**src/rtl/core/gram_pkg.sv**
```systemverilog
// ----------------------------------------------------------------------------
// gram_pkg
// Shared types and constants for the gain ramp mixer.
// ----------------------------------------------------------------------------
`default_nettype none

package gram_pkg;

  localparam int SAMPLE_BITS = 24;
  localparam int GAIN_BITS   = 16;
  localparam int ACC_BITS    = 32;
  localparam int CFG_BITS    = 32;
  localparam int LEN_BITS    = 16;
  localparam int CFG_IDX_BITS = 2;

  // src * gain, gain zero-extended to signed
  localparam int PROD_BITS   = SAMPLE_BITS + GAIN_BITS + 1;
  localparam int FRAC_SHIFT  = GAIN_BITS - 2;
  localparam int SCALED_BITS = PROD_BITS - FRAC_SHIFT;
  localparam int SUM_BITS    = SCALED_BITS + 1;

  typedef enum logic [CFG_IDX_BITS-1:0] {
    CFG_GAIN_START   = 2'd0,
    CFG_GAIN_STEP    = 2'd1,
    CFG_BLOCK_LENGTH = 2'd2
  } cfg_reg_t;

  localparam logic [GAIN_BITS-1:0] GAIN_START_RST   = GAIN_BITS'(16384);
  localparam logic [ACC_BITS-1:0]  GAIN_STEP_RST    = '0;
  localparam logic [LEN_BITS-1:0]  BLOCK_LENGTH_RST = LEN_BITS'(256);

  typedef struct packed {
    logic signed [SAMPLE_BITS-1:0] src_sample;
    logic signed [SAMPLE_BITS-1:0] mix_sample;
  } in_item_t;

  typedef struct packed {
    logic signed [SAMPLE_BITS-1:0] mixed_sample;
    logic                          clipped;
  } out_item_t;

  // Pipeline occupancy, reported to the top level
  typedef struct packed {
    logic s1_valid;
    logic s2_valid;
  } pipe_status_t;

endpackage

`default_nettype wire

```
**src/rtl/core/gain_ramp_mixer_unit.sv**
```systemverilog
// ----------------------------------------------------------------------------
// gain_ramp_mixer_unit
// Mixes a gain-scaled source sample into a mix sample with a linear gain ramp.
// ----------------------------------------------------------------------------
// Takes one item per clock while in_stall is low and returns mix +
// round(src * gain), saturated to 24 bits, on out_: the item sits in an
// input register, and the 24x17 multiply, rounding and saturating add in
// front of the result register set the clock rate. Gain is Q2.14 taken from
// a 32-bit Q2.30 accumulator that starts at gain_start, moves by gain_step
// per item and reloads every block_length items. A write to a defined register
// restarts the ramp; write registers only while the pipeline is empty.
`default_nettype none

module gain_ramp_mixer_unit
  import gram_pkg::*;
(
  input  wire logic                    clk,
  input  wire logic                    rst_n,
  input  wire logic                    in_valid,
  output logic                         in_stall,
  input  wire in_item_t                in_data,
  output logic                         out_valid,
  input  wire logic                    out_stall,
  output out_item_t                    out_data,
  input  wire logic                    cfg_we,
  input  wire logic [CFG_IDX_BITS-1:0] cfg_index,
  input  wire logic [CFG_BITS-1:0]     cfg_wdata
);

  logic                 in_accept;
  logic [GAIN_BITS-1:0] gain;
  pipe_status_t         status;

  assign in_accept = in_valid && !in_stall;

  gram_ramp u_ramp (
    .clk       (clk),
    .rst_n     (rst_n),
    .cfg_we    (cfg_we),
    .cfg_index (cfg_index),
    .cfg_wdata (cfg_wdata),
    .advance   (in_accept),
    .gain      (gain)
  );

  gram_datapath u_datapath (
    .clk       (clk),
    .rst_n     (rst_n),
    .in_valid  (in_valid),
    .in_stall  (in_stall),
    .in_data   (in_data),
    .gain      (gain),
    .out_valid (out_valid),
    .out_stall (out_stall),
    .out_data  (out_data),
    .status    (status)
  );

  // Input only backs up when both registers are full and the output is held
  a_stall_full: assert property (@(posedge clk) disable iff (!rst_n)
    in_stall |-> (status.s1_valid && status.s2_valid && out_stall))
    else $error("input stalled with room in pipeline");

  a_clip_rail: assert property (@(posedge clk) disable iff (!rst_n)
    (out_valid && out_data.clipped) |->
      (out_data.mixed_sample == {1'b0, {(SAMPLE_BITS-1){1'b1}}} ||
       out_data.mixed_sample == {1'b1, {(SAMPLE_BITS-1){1'b0}}}))
    else $error("clip flag without saturated sample");

  a_start_reload: assert property (@(posedge clk) disable iff (!rst_n)
    (cfg_we && cfg_index == CFG_GAIN_START) |=> (gain == $past(cfg_wdata[GAIN_BITS-1:0])))
    else $error("gain not reloaded from gain_start");

endmodule

`default_nettype wire

```
**src/rtl/core/gram_ramp.sv**
```systemverilog
// ----------------------------------------------------------------------------
// gram_ramp
// Configuration registers, gain accumulator and block sample counter.
// ----------------------------------------------------------------------------
`default_nettype none

module gram_ramp
  import gram_pkg::*;
(
  input  wire logic                    clk,
  input  wire logic                    rst_n,
  input  wire logic                    cfg_we,
  input  wire logic [CFG_IDX_BITS-1:0] cfg_index,
  input  wire logic [CFG_BITS-1:0]     cfg_wdata,
  input  wire logic                    advance,
  output logic      [GAIN_BITS-1:0]    gain
);

  logic [GAIN_BITS-1:0] gain_start_r, gain_start_nxt;
  logic [ACC_BITS-1:0]  gain_step_r, gain_step_nxt;
  logic [LEN_BITS-1:0]  block_length_r, block_length_nxt;
  logic [ACC_BITS-1:0]  acc_r, acc_nxt;
  logic [LEN_BITS-1:0]  idx_r, idx_nxt;
  logic                 cfg_hit;
  logic signed [ACC_BITS+1:0] acc_sum;
  logic [ACC_BITS-1:0]  acc_sat;
  logic [LEN_BITS-1:0]  idx_inc;

  always_comb begin
    gain_start_nxt   = gain_start_r;
    gain_step_nxt    = gain_step_r;
    block_length_nxt = block_length_r;
    cfg_hit          = 1'b0;
    if (cfg_we) begin
      unique case (cfg_reg_t'(cfg_index))
        CFG_GAIN_START: begin
          gain_start_nxt = cfg_wdata[GAIN_BITS-1:0];
          cfg_hit        = 1'b1;
        end
        CFG_GAIN_STEP: begin
          gain_step_nxt = cfg_wdata[ACC_BITS-1:0];
          cfg_hit       = 1'b1;
        end
        CFG_BLOCK_LENGTH: begin
          block_length_nxt = cfg_wdata[LEN_BITS-1:0];
          cfg_hit          = 1'b1;
        end
        default: cfg_hit = 1'b0;
      endcase
    end
  end

  // Ramp step saturates to the unsigned accumulator range
  always_comb begin
    acc_sum = $signed({2'b00, acc_r}) + $signed({{2{gain_step_r[ACC_BITS-1]}}, gain_step_r});
    if (acc_sum[ACC_BITS+1]) begin
      acc_sat = '0;
    end else if (acc_sum[ACC_BITS]) begin
      acc_sat = '1;
    end else begin
      acc_sat = acc_sum[ACC_BITS-1:0];
    end
    idx_inc = idx_r + LEN_BITS'(1);
  end

  // Zero block length falls out as 65536 via index wrap
  always_comb begin
    acc_nxt = acc_r;
    idx_nxt = idx_r;
    if (cfg_hit) begin
      acc_nxt = {gain_start_nxt, {(ACC_BITS-GAIN_BITS){1'b0}}};
      idx_nxt = '0;
    end else if (advance) begin
      if (idx_inc == block_length_r) begin
        acc_nxt = {gain_start_r, {(ACC_BITS-GAIN_BITS){1'b0}}};
        idx_nxt = '0;
      end else begin
        acc_nxt = acc_sat;
        idx_nxt = idx_inc;
      end
    end
  end

  always_ff @(posedge clk) begin
    if (!rst_n) begin
      gain_start_r   <= GAIN_START_RST;
      gain_step_r    <= GAIN_STEP_RST;
      block_length_r <= BLOCK_LENGTH_RST;
      acc_r          <= {GAIN_START_RST, {(ACC_BITS-GAIN_BITS){1'b0}}};
      idx_r          <= '0;
    end else begin
      gain_start_r   <= gain_start_nxt;
      gain_step_r    <= gain_step_nxt;
      block_length_r <= block_length_nxt;
      acc_r          <= acc_nxt;
      idx_r          <= idx_nxt;
    end
  end

  assign gain = acc_r[ACC_BITS-1 -: GAIN_BITS];

endmodule

`default_nettype wire

```
**src/rtl/core/gram_datapath.sv**
```systemverilog
// ----------------------------------------------------------------------------
// gram_datapath
// Input register, then scale, round, add and saturate into the result
// register, with per-stage flow control.
// ----------------------------------------------------------------------------
`default_nettype none

module gram_datapath
  import gram_pkg::*;
(
  input  wire logic                 clk,
  input  wire logic                 rst_n,
  input  wire logic                 in_valid,
  output logic                      in_stall,
  input  wire in_item_t             in_data,
  input  wire logic [GAIN_BITS-1:0] gain,
  output logic                      out_valid,
  input  wire logic                 out_stall,
  output out_item_t                 out_data,
  output pipe_status_t              status
);

  localparam logic signed [PROD_BITS-1:0] ROUND_BIAS = PROD_BITS'(1) <<< (FRAC_SHIFT - 1);
  localparam logic signed [SUM_BITS-1:0]  SAT_HI =
    SUM_BITS'((64'sd1 <<< (SAMPLE_BITS - 1)) - 64'sd1);
  localparam logic signed [SUM_BITS-1:0]  SAT_LO = -SAT_HI - SUM_BITS'(1);

  logic en1, en2;
  logic s1_valid_r, s2_valid_r;

  logic signed [SAMPLE_BITS-1:0] s1_src_r, s1_mix_r;
  logic        [GAIN_BITS-1:0]   s1_gain_r;
  logic signed [PROD_BITS-1:0]   prod;
  logic signed [SCALED_BITS-1:0] scaled;
  logic signed [SUM_BITS-1:0]    sum;
  out_item_t                     s2_nxt, s2_r;

  // A stage loads when it is empty or its contents move on
  assign en2      = !s2_valid_r || !out_stall;
  assign en1      = !s1_valid_r || en2;
  assign in_stall = !en1;

  always_comb begin
    prod   = s1_src_r * $signed({1'b0, s1_gain_r});
    prod   = prod + ROUND_BIAS;
    scaled = prod[PROD_BITS-1:FRAC_SHIFT];
    sum    = $signed({{(SUM_BITS-SAMPLE_BITS){s1_mix_r[SAMPLE_BITS-1]}}, s1_mix_r})
           + $signed({scaled[SCALED_BITS-1], scaled});
    if (sum > SAT_HI) begin
      s2_nxt.mixed_sample = SAT_HI[SAMPLE_BITS-1:0];
      s2_nxt.clipped      = 1'b1;
    end else if (sum < SAT_LO) begin
      s2_nxt.mixed_sample = SAT_LO[SAMPLE_BITS-1:0];
      s2_nxt.clipped      = 1'b1;
    end else begin
      s2_nxt.mixed_sample = sum[SAMPLE_BITS-1:0];
      s2_nxt.clipped      = 1'b0;
    end
  end

  always_ff @(posedge clk) begin
    if (!rst_n) begin
      s1_valid_r <= 1'b0;
      s2_valid_r <= 1'b0;
    end else begin
      if (en1) s1_valid_r <= in_valid;
      if (en2) s2_valid_r <= s1_valid_r;
    end
  end

  always_ff @(posedge clk) begin
    if (en1) begin
      s1_src_r  <= in_data.src_sample;
      s1_mix_r  <= in_data.mix_sample;
      s1_gain_r <= gain;
    end
    if (en2) begin
      s2_r <= s2_nxt;
    end
  end

  assign out_valid = s2_valid_r;
  assign out_data  = s2_r;
  assign status    = '{s1_valid: s1_valid_r, s2_valid: s2_valid_r};

endmodule

`default_nettype wire
```
**config.mk**
```make
export PLATFORM = sky130hd
export DESIGN_NAME = gain_ramp_mixer_unit
export DESIGN_NICKNAME = d
export VERILOG_FILES = /design/src/rtl/core/gram_pkg.sv /design/src/rtl/core/gain_ramp_mixer_unit.sv /design/src/rtl/core/gram_ramp.sv /design/src/rtl/core/gram_datapath.sv
export SDC_FILE = /design/constraint.sdc
export NUM_CORES = 1
export LEC_CHECK = 0
export ABC_CLOCK_PERIOD_IN_PS = 20700
export BUFFER_PORTS_ARGS = -buffer_cell sky130_fd_sc_hd__buf_2
export CORE_MARGIN = 2
export CORE_UTILIZATION = 40
export DETAILED_ROUTE_END_ITERATION = 12
export SLEW_MARGIN = 10
export SYNTH_ARGS = -nofsm -noshare
export SYNTH_HDL_FRONTEND = slang
export SYNTH_SLANG_ARGS = --single-unit
```
**constraint.sdc**
```tcl
create_clock -name clk -period 20.7 [get_ports clk]
set_input_delay 3.105 -clock clk [delete_from_list [all_inputs] [get_ports clk]]
set_output_delay 3.105 -clock clk [all_outputs]
set_load 0.005 [all_outputs]
```
# Yosys cells after proc, flatten, opt, wreduce, memory -nomap -nowiden
# Index checks and enable logic that the tools add are counted.
# op_classes
add_sub_neg	4
multipliers	1
n_lt_le_gt_ge	2
n_eq_ne	3
muxes	11
bitwise	1
n_reduce_logical	13
# op_table
op	n
32-bit 2-to-1 mux	5
16-bit 2-to-1 mux	3
41-bit by 15-bit adder with 41-bit output, second input constant	1
24-bit by 17-bit multiplier with 41-bit output	1
33-bit by 32-bit adder with 34-bit output	1
24-bit by 27-bit adder with 28-bit output	1
28-bit by 24-bit > comparator with 1-bit output, second input constant	1
28-bit by 24-bit < comparator with 1-bit output, second input constant	1
25-bit 2-to-1 mux	1
16-bit by 1-bit adder with 16-bit output, second input constant	1
16-bit == test	1
1-bit zero test	4
2-bit AND reduction	2
3-bit OR reduction	1
2-bit by 1-bit == test with 1-bit output, second input constant	1
2-bit == test, second input constant	1
2-bit zero test	1
1-bit logical OR	2
1-bit 2-to-1 mux	2
2-bit nonzero test	1
2-bit OR reduction	1
1-bit logical AND	1
1-bit inverter	1
# word_totals
reg_bits	203
inputBits	87
out_inout_bits	27
wordCells	48

# Depth between registers and ports, before layout
# logic_depth
ltp_word	6
ltp_mapped	37
ltp_nobuf	35

# Hierarchy
# Synthesis repeated with hierarchy kept, for this count alone.
# unflattened
hier_cells	2822
area_unflattened_um2	25534.5
# modules_own_cells
module	n_inst	cells_each	area_per_inst_um2	seq_area_each_um2
gram_datapath	1	1890	18405.2	2712.6
gram_ramp	1	931	7115.6	2242.2
gain_ramp_mixer_unit	1	1	13.8	0.0

# Worst setup path before layout
# OpenSTA, ideal clock, no wires.
# synth_timing
path_type	register to register
startpoint	register u_datapath.s1_src_r[10]
endpoint	register u_datapath.s2_r (netlist bit u_datapath.out_data[12]) (data pin)
setup_ns	0.270
arrival_ns	8.479
required_ns	20.430
slack_ns	11.952
stages_incl_launch_ff	33
n_path_buf	2
synth_period_minus_slack_ns	8.748
path_cell_list	edfxtp_1 > clkbuf_1 > and2_1 > fa_1 > inv_1 > fa_1 > fa_1 > fa_1 > inv_1 > fa_1 > fa_1 > ha_1 > o21a_1 > a221oi_1 > o21ai_0 > a21oi_1 > nor2b_1 > a41o_1 > a21o_1 > a311oi_1 > nor3_1 > ha_1 > a211o_1 > a21oi_1 > o21ai_0 > a21oi_1 > o21ai_1 > a31oi_1 > xnor2_1 > or4_1 > nand2_1 > clkbuf_1 > o21ai_0
# synth_between
elab_chain_len	5
word_cells_on_any_way	6
classes_between	add/sub: 2; mul: 1; order compare: 2; mux: 1
# synth_lines
item	line_no	source
start, declared	gram_datapath.sv:31	logic signed [SAMPLE_BITS-1:0] s1_src_r, s1_mix_r;
start signal, assigned	gram_datapath.sv:73	s1_src_r <= in_data.src_sample;
24-bit by 17-bit multiplier with 41-bit output *	gram_datapath.sv:44	prod = s1_src_r * $signed({1'b0, s1_gain_r});
41-bit by 15-bit adder with 41-bit output *	gram_datapath.sv:45	prod = prod + ROUND_BIAS;
24-bit by 27-bit adder with 28-bit output *	gram_datapath.sv:48	+ $signed({scaled[SCALED_BITS-1], scaled});
28-bit by 24-bit < comparator with 1-bit output	gram_datapath.sv:52	end else if (sum < SAT_LO) begin
25-bit 2-to-1 mux	gram_datapath.sv:52	
end signal, assigned	gram_datapath.sv:78	s2_r <= s2_nxt;
end, declared	gram_datapath.sv:36	out_item_t s2_nxt, s2_r;
# Every way passes the cells marked *; elsewhere a longest branch is shown, timed or not.
# A chain may end at the register's enable or synchronous reset.

# Final worst setup path
# layout_timing
startpoint	register u_datapath.s1_gain_r[2]
endpoint	register u_datapath.s2_r (netlist bit u_datapath.out_data[22]) (data pin)
# layout_between
elab_chain_len	5
word_cells_on_any_way	6
classes_between	add/sub: 2; mul: 1; order compare: 2; mux: 1
# layout_lines
item	line_no	source
start, declared	gram_datapath.sv:32	logic [GAIN_BITS-1:0] s1_gain_r;
start signal, assigned	gram_datapath.sv:75	s1_gain_r <= gain;
24-bit by 17-bit multiplier with 41-bit output *	gram_datapath.sv:44	
41-bit by 15-bit adder with 41-bit output *	gram_datapath.sv:45	
24-bit by 27-bit adder with 28-bit output *	gram_datapath.sv:48	
28-bit by 24-bit < comparator with 1-bit output	gram_datapath.sv:52	
25-bit 2-to-1 mux	gram_datapath.sv:52	
# Marks and branches as above.

==> results.py <==
metrics = {
    "outcome": {
        "status": "finished, final reports clean",
    },
    "critical_path": {
        "r2r_cells": 30,
        "slowest_stage": "a221oi_1",
        "slowest_delay_ns": 1.00,
        "cp.required_ns": 20.98,
        "critPathArrivalTime_ns": 10.91,
        "critPathKind": "register to register",
        "crit_top_cell": "fa_1",
        "cp_max_fo": 24,
        "cp-start-kind": "register",
        "end_kind": "register",
    },
    "synth": {
        "synth_ff_type": "dfxtp_1",
        "synth_fp_nets": 3458,
        "synth_edf_count": 89,
        "yosys_warnings": 0,
        "synth.avg_cell_area_um2": 9.01,
        "ys_ff_latch": 203,
        "synth_top_cell_area_share_pct": 29.9,
        "ys_seq_area_share_pct": 19.6,
        "synthCells": 2811,
        "ys_types": 76,
        "synth_top_cell_by_area": "fa_1",
        "async_reset_ff_share_pct": 0,
        "synth_area_um2": 25300,
        "synth_area_leaders": "fa_1, edfxtp_1, dfxtp_1, ha_1, inv_1",
    },
    "timing": {
        "rsz0062_at_grt": "false",
        "setup_violations": 0,
        "final_max_slew_viol_count": 0,
        "slew_headroom_pct": 19.3,
        "fin_crit_ns": 10.63,
        "period_share_pct": 51.4,
        "hold_viol": 0,
        "setup_tns_ns": 0,
        "fin_skew_ns": 0.0195,
        "max_freq_mhz": 94.0,
        "tightest_slew_ns": 1.21,
    },
    "global_routing": {
        "track_usage_pct": 19.8,
        "grt_pass1_wl_um": 105000,
        "grt_max_degree": 83,
        "antenna_found_initial": 2,
        "grt-ovfl-total": 0,
        "grt_pass1_vias": 20300,
    },
    "clock_tree": {
        "cts_tree": "built",
        "cts_inserted_buffers": 25,
        "clk_pin_slew_ns": 0.06,
        "cts_resized": 0,
        "post_cts_buffers": 0,
        "max-clock-path-buffers": 3,
        "root_buffer": "clkbuf_16",
        "clock_latency_ns": 0.58,
        "cts_htree_levels": 1,
        "hold_buffers": 0,
        "clock_sinks": 203,
    },
    "route": {
        "viasPerCell": 5.14,
        "vias": 19100,
        "wire_per_inst_um": 16.9,
        "drc": 0,
        "wl_um": 62700,
        "final_antenna_net_count": 0,
        "firstDrtPassIters": 5,
        "drt-initial-drc-count": 980,
    },
    "cells_and_area": {
        "n_fill_cell": 6264,
        "syn_to_final_growth_pct": 8.42,
        "final_layout_size_suffix_gt1_share_pct": 6.66,
        "fin_nets": 3499,
    },
    "floorplan": {
        "start_util_pct": 40.3,
        "die_width_um": 256,
        "dieArea_um2": 65300,
        "rows": 92,
        "core_area_um2": 62900,
        "die_y_um": 256,
        "io-pin-count": 114,
    },
    "hold_path": {
        "min_path_type": "register to register",
        "holdPathStages": 2,
    },
    "placement": {
        "hpwl_um": 49100,
        "io_buffers": 113,
        "gp_congestion": 0.874,
    },
    "flow_run": {
        "maxCapViolCount": 0,
    },
}
-- per-stage QoR --
stage / std cells / utilization, % / instance area (um2) / setup WS (ns) / hold WS (ns)
floorplan: 2811 / - / 25300 / 11.95 / 0.431
global placement: 3671 / 42.4 / 26600 / 10.37 / 0.441
detailed placement: 3671 / 42.4 / 26600 / 10.06 / 0.451
CTS: 3715 / 43.7 / 27500 / 10.03 / 0.464
global route: 3716 / 43.7 / 27500 / 9.37 / 0.482
finish: 3717 / 43.7 / 27500 / 10.07 / 0.459
-- critical path, delay by kind of cell (launching register included) --
family	cells	cell delay (ns)
buffers and inverters	2	0.11
AOI/OAI and AO/OA	14	4.12
DFF	1	0.73
and+or+nand+nor	5	1.57
adders and majority gates	8	3.69
xor gates and xnor gates	1	0.12
-- Yosys cell counts (all sizes together), types with 62 or more instances --
master,count
a21oi,114
and2,262
clkbuf,102
dfxtp,114
edfxtp,89
fa,378
ha,182
inv,526
nand2,357
nor2,78
o21ai,104
xnor2,62
-- cells in the final DEF, fill, tap and decap left out, types with 14 or more instances in the layout --
cell type	Yosys	layout
a21boi_0	52	52
a21o_1	32	32
a21oi_1	114	114
a31oi_1	22	22
and2_1	261	261
buf_2	10	113
buf_4	2	17
clkbuf_16	0	25
dfxtp_1	114	114
edfxtp_1	89	89
fa_1	378	378
ha_1	182	182
inv_1	526	526
mux2i_1	14	14
nand2_1	357	357
nand3_1	34	33
nand4_1	15	15
nor2_1	78	77
nor2b_1	28	28
nor3_1	14	14
o21ai_0	102	102
or3_1	16	16
xnor2_1	62	61
xor2_1	35	35
-- flip-flops by register name, summed over array words and instances (netlist names) --
signal,cells
u_datapath.out_data,25
u_ramp.idx_r,16
u_datapath.out_valid,1
u_ramp.acc_r,32
u_ramp.gain_start_r,16
u_datapath.s1_mix_r,24
u_ramp.gain_step_r,32
u_datapath.s1_valid_r,1
u_ramp.block_length_r,16
u_datapath.s1_gain_r,16
u_datapath.s1_src_r,24
-- final cells by class --
| type | instances | area (um2) | share of cell area (%) |
|---|---|---|---|
| Inverter | 526 | 1970 | 7.19 |
| Sequential cell | 203 | 4950 | 18.0 |
| Clock inverter | 7 | 83.8 | 0.305 |
| Antenna cell | 2 | 5.00 | 0.0182 |
| Multi-Input combinational cell | 1966 | 18000 | 65.4 |
| Clock buffer | 37 | 731 | 2.66 |
| Tap cell | 846 | 1060 | 3.86 |
| Timing Repair Buffer | 130 | 693 | 2.52 |
-- path summary, 6_finish.rpt --
kind                                start                 endpoint  slack [ns]
setup / recovery  u_datapath.s1_gain_r[2]  u_datapath.out_data[22]       10.07
hold / removal           u_ramp.acc_r[15]         u_ramp.acc_r[15]        0.46
setup reg to reg  u_datapath.s1_gain_r[2]  u_datapath.out_data[22]       10.07
hold reg to reg          u_ramp.acc_r[15]         u_ramp.acc_r[15]        0.46
-- cells by family (layout without fill, tap and decap cells) --
group | Yosys count | count (layout) | share of synthesized area (%)
buf+inv | 642 | 700 | 9.66
mux | 14 | 14 | 0.553
compound gates | 432 | 432 | 10.9
xor+xnor | 97 | 97 | 3.35
other cells | 0 | 2 | 0
fa+ha+maj | 560 | 560 | 38.9
simple gates | 863 | 863 | 17.1
flops | 203 | 203 | 19.6
-- routing by layer --
metal,GRT usage [%],part of all wire (%)
met4,6.95,3.5
met1,25.7,43
met2,34.2,49
met5,0,0
met3,2.43,4.6
Power is not shown: default switching activity piles up to over one toggle a cycle in this logic, so the estimate is an artifact.
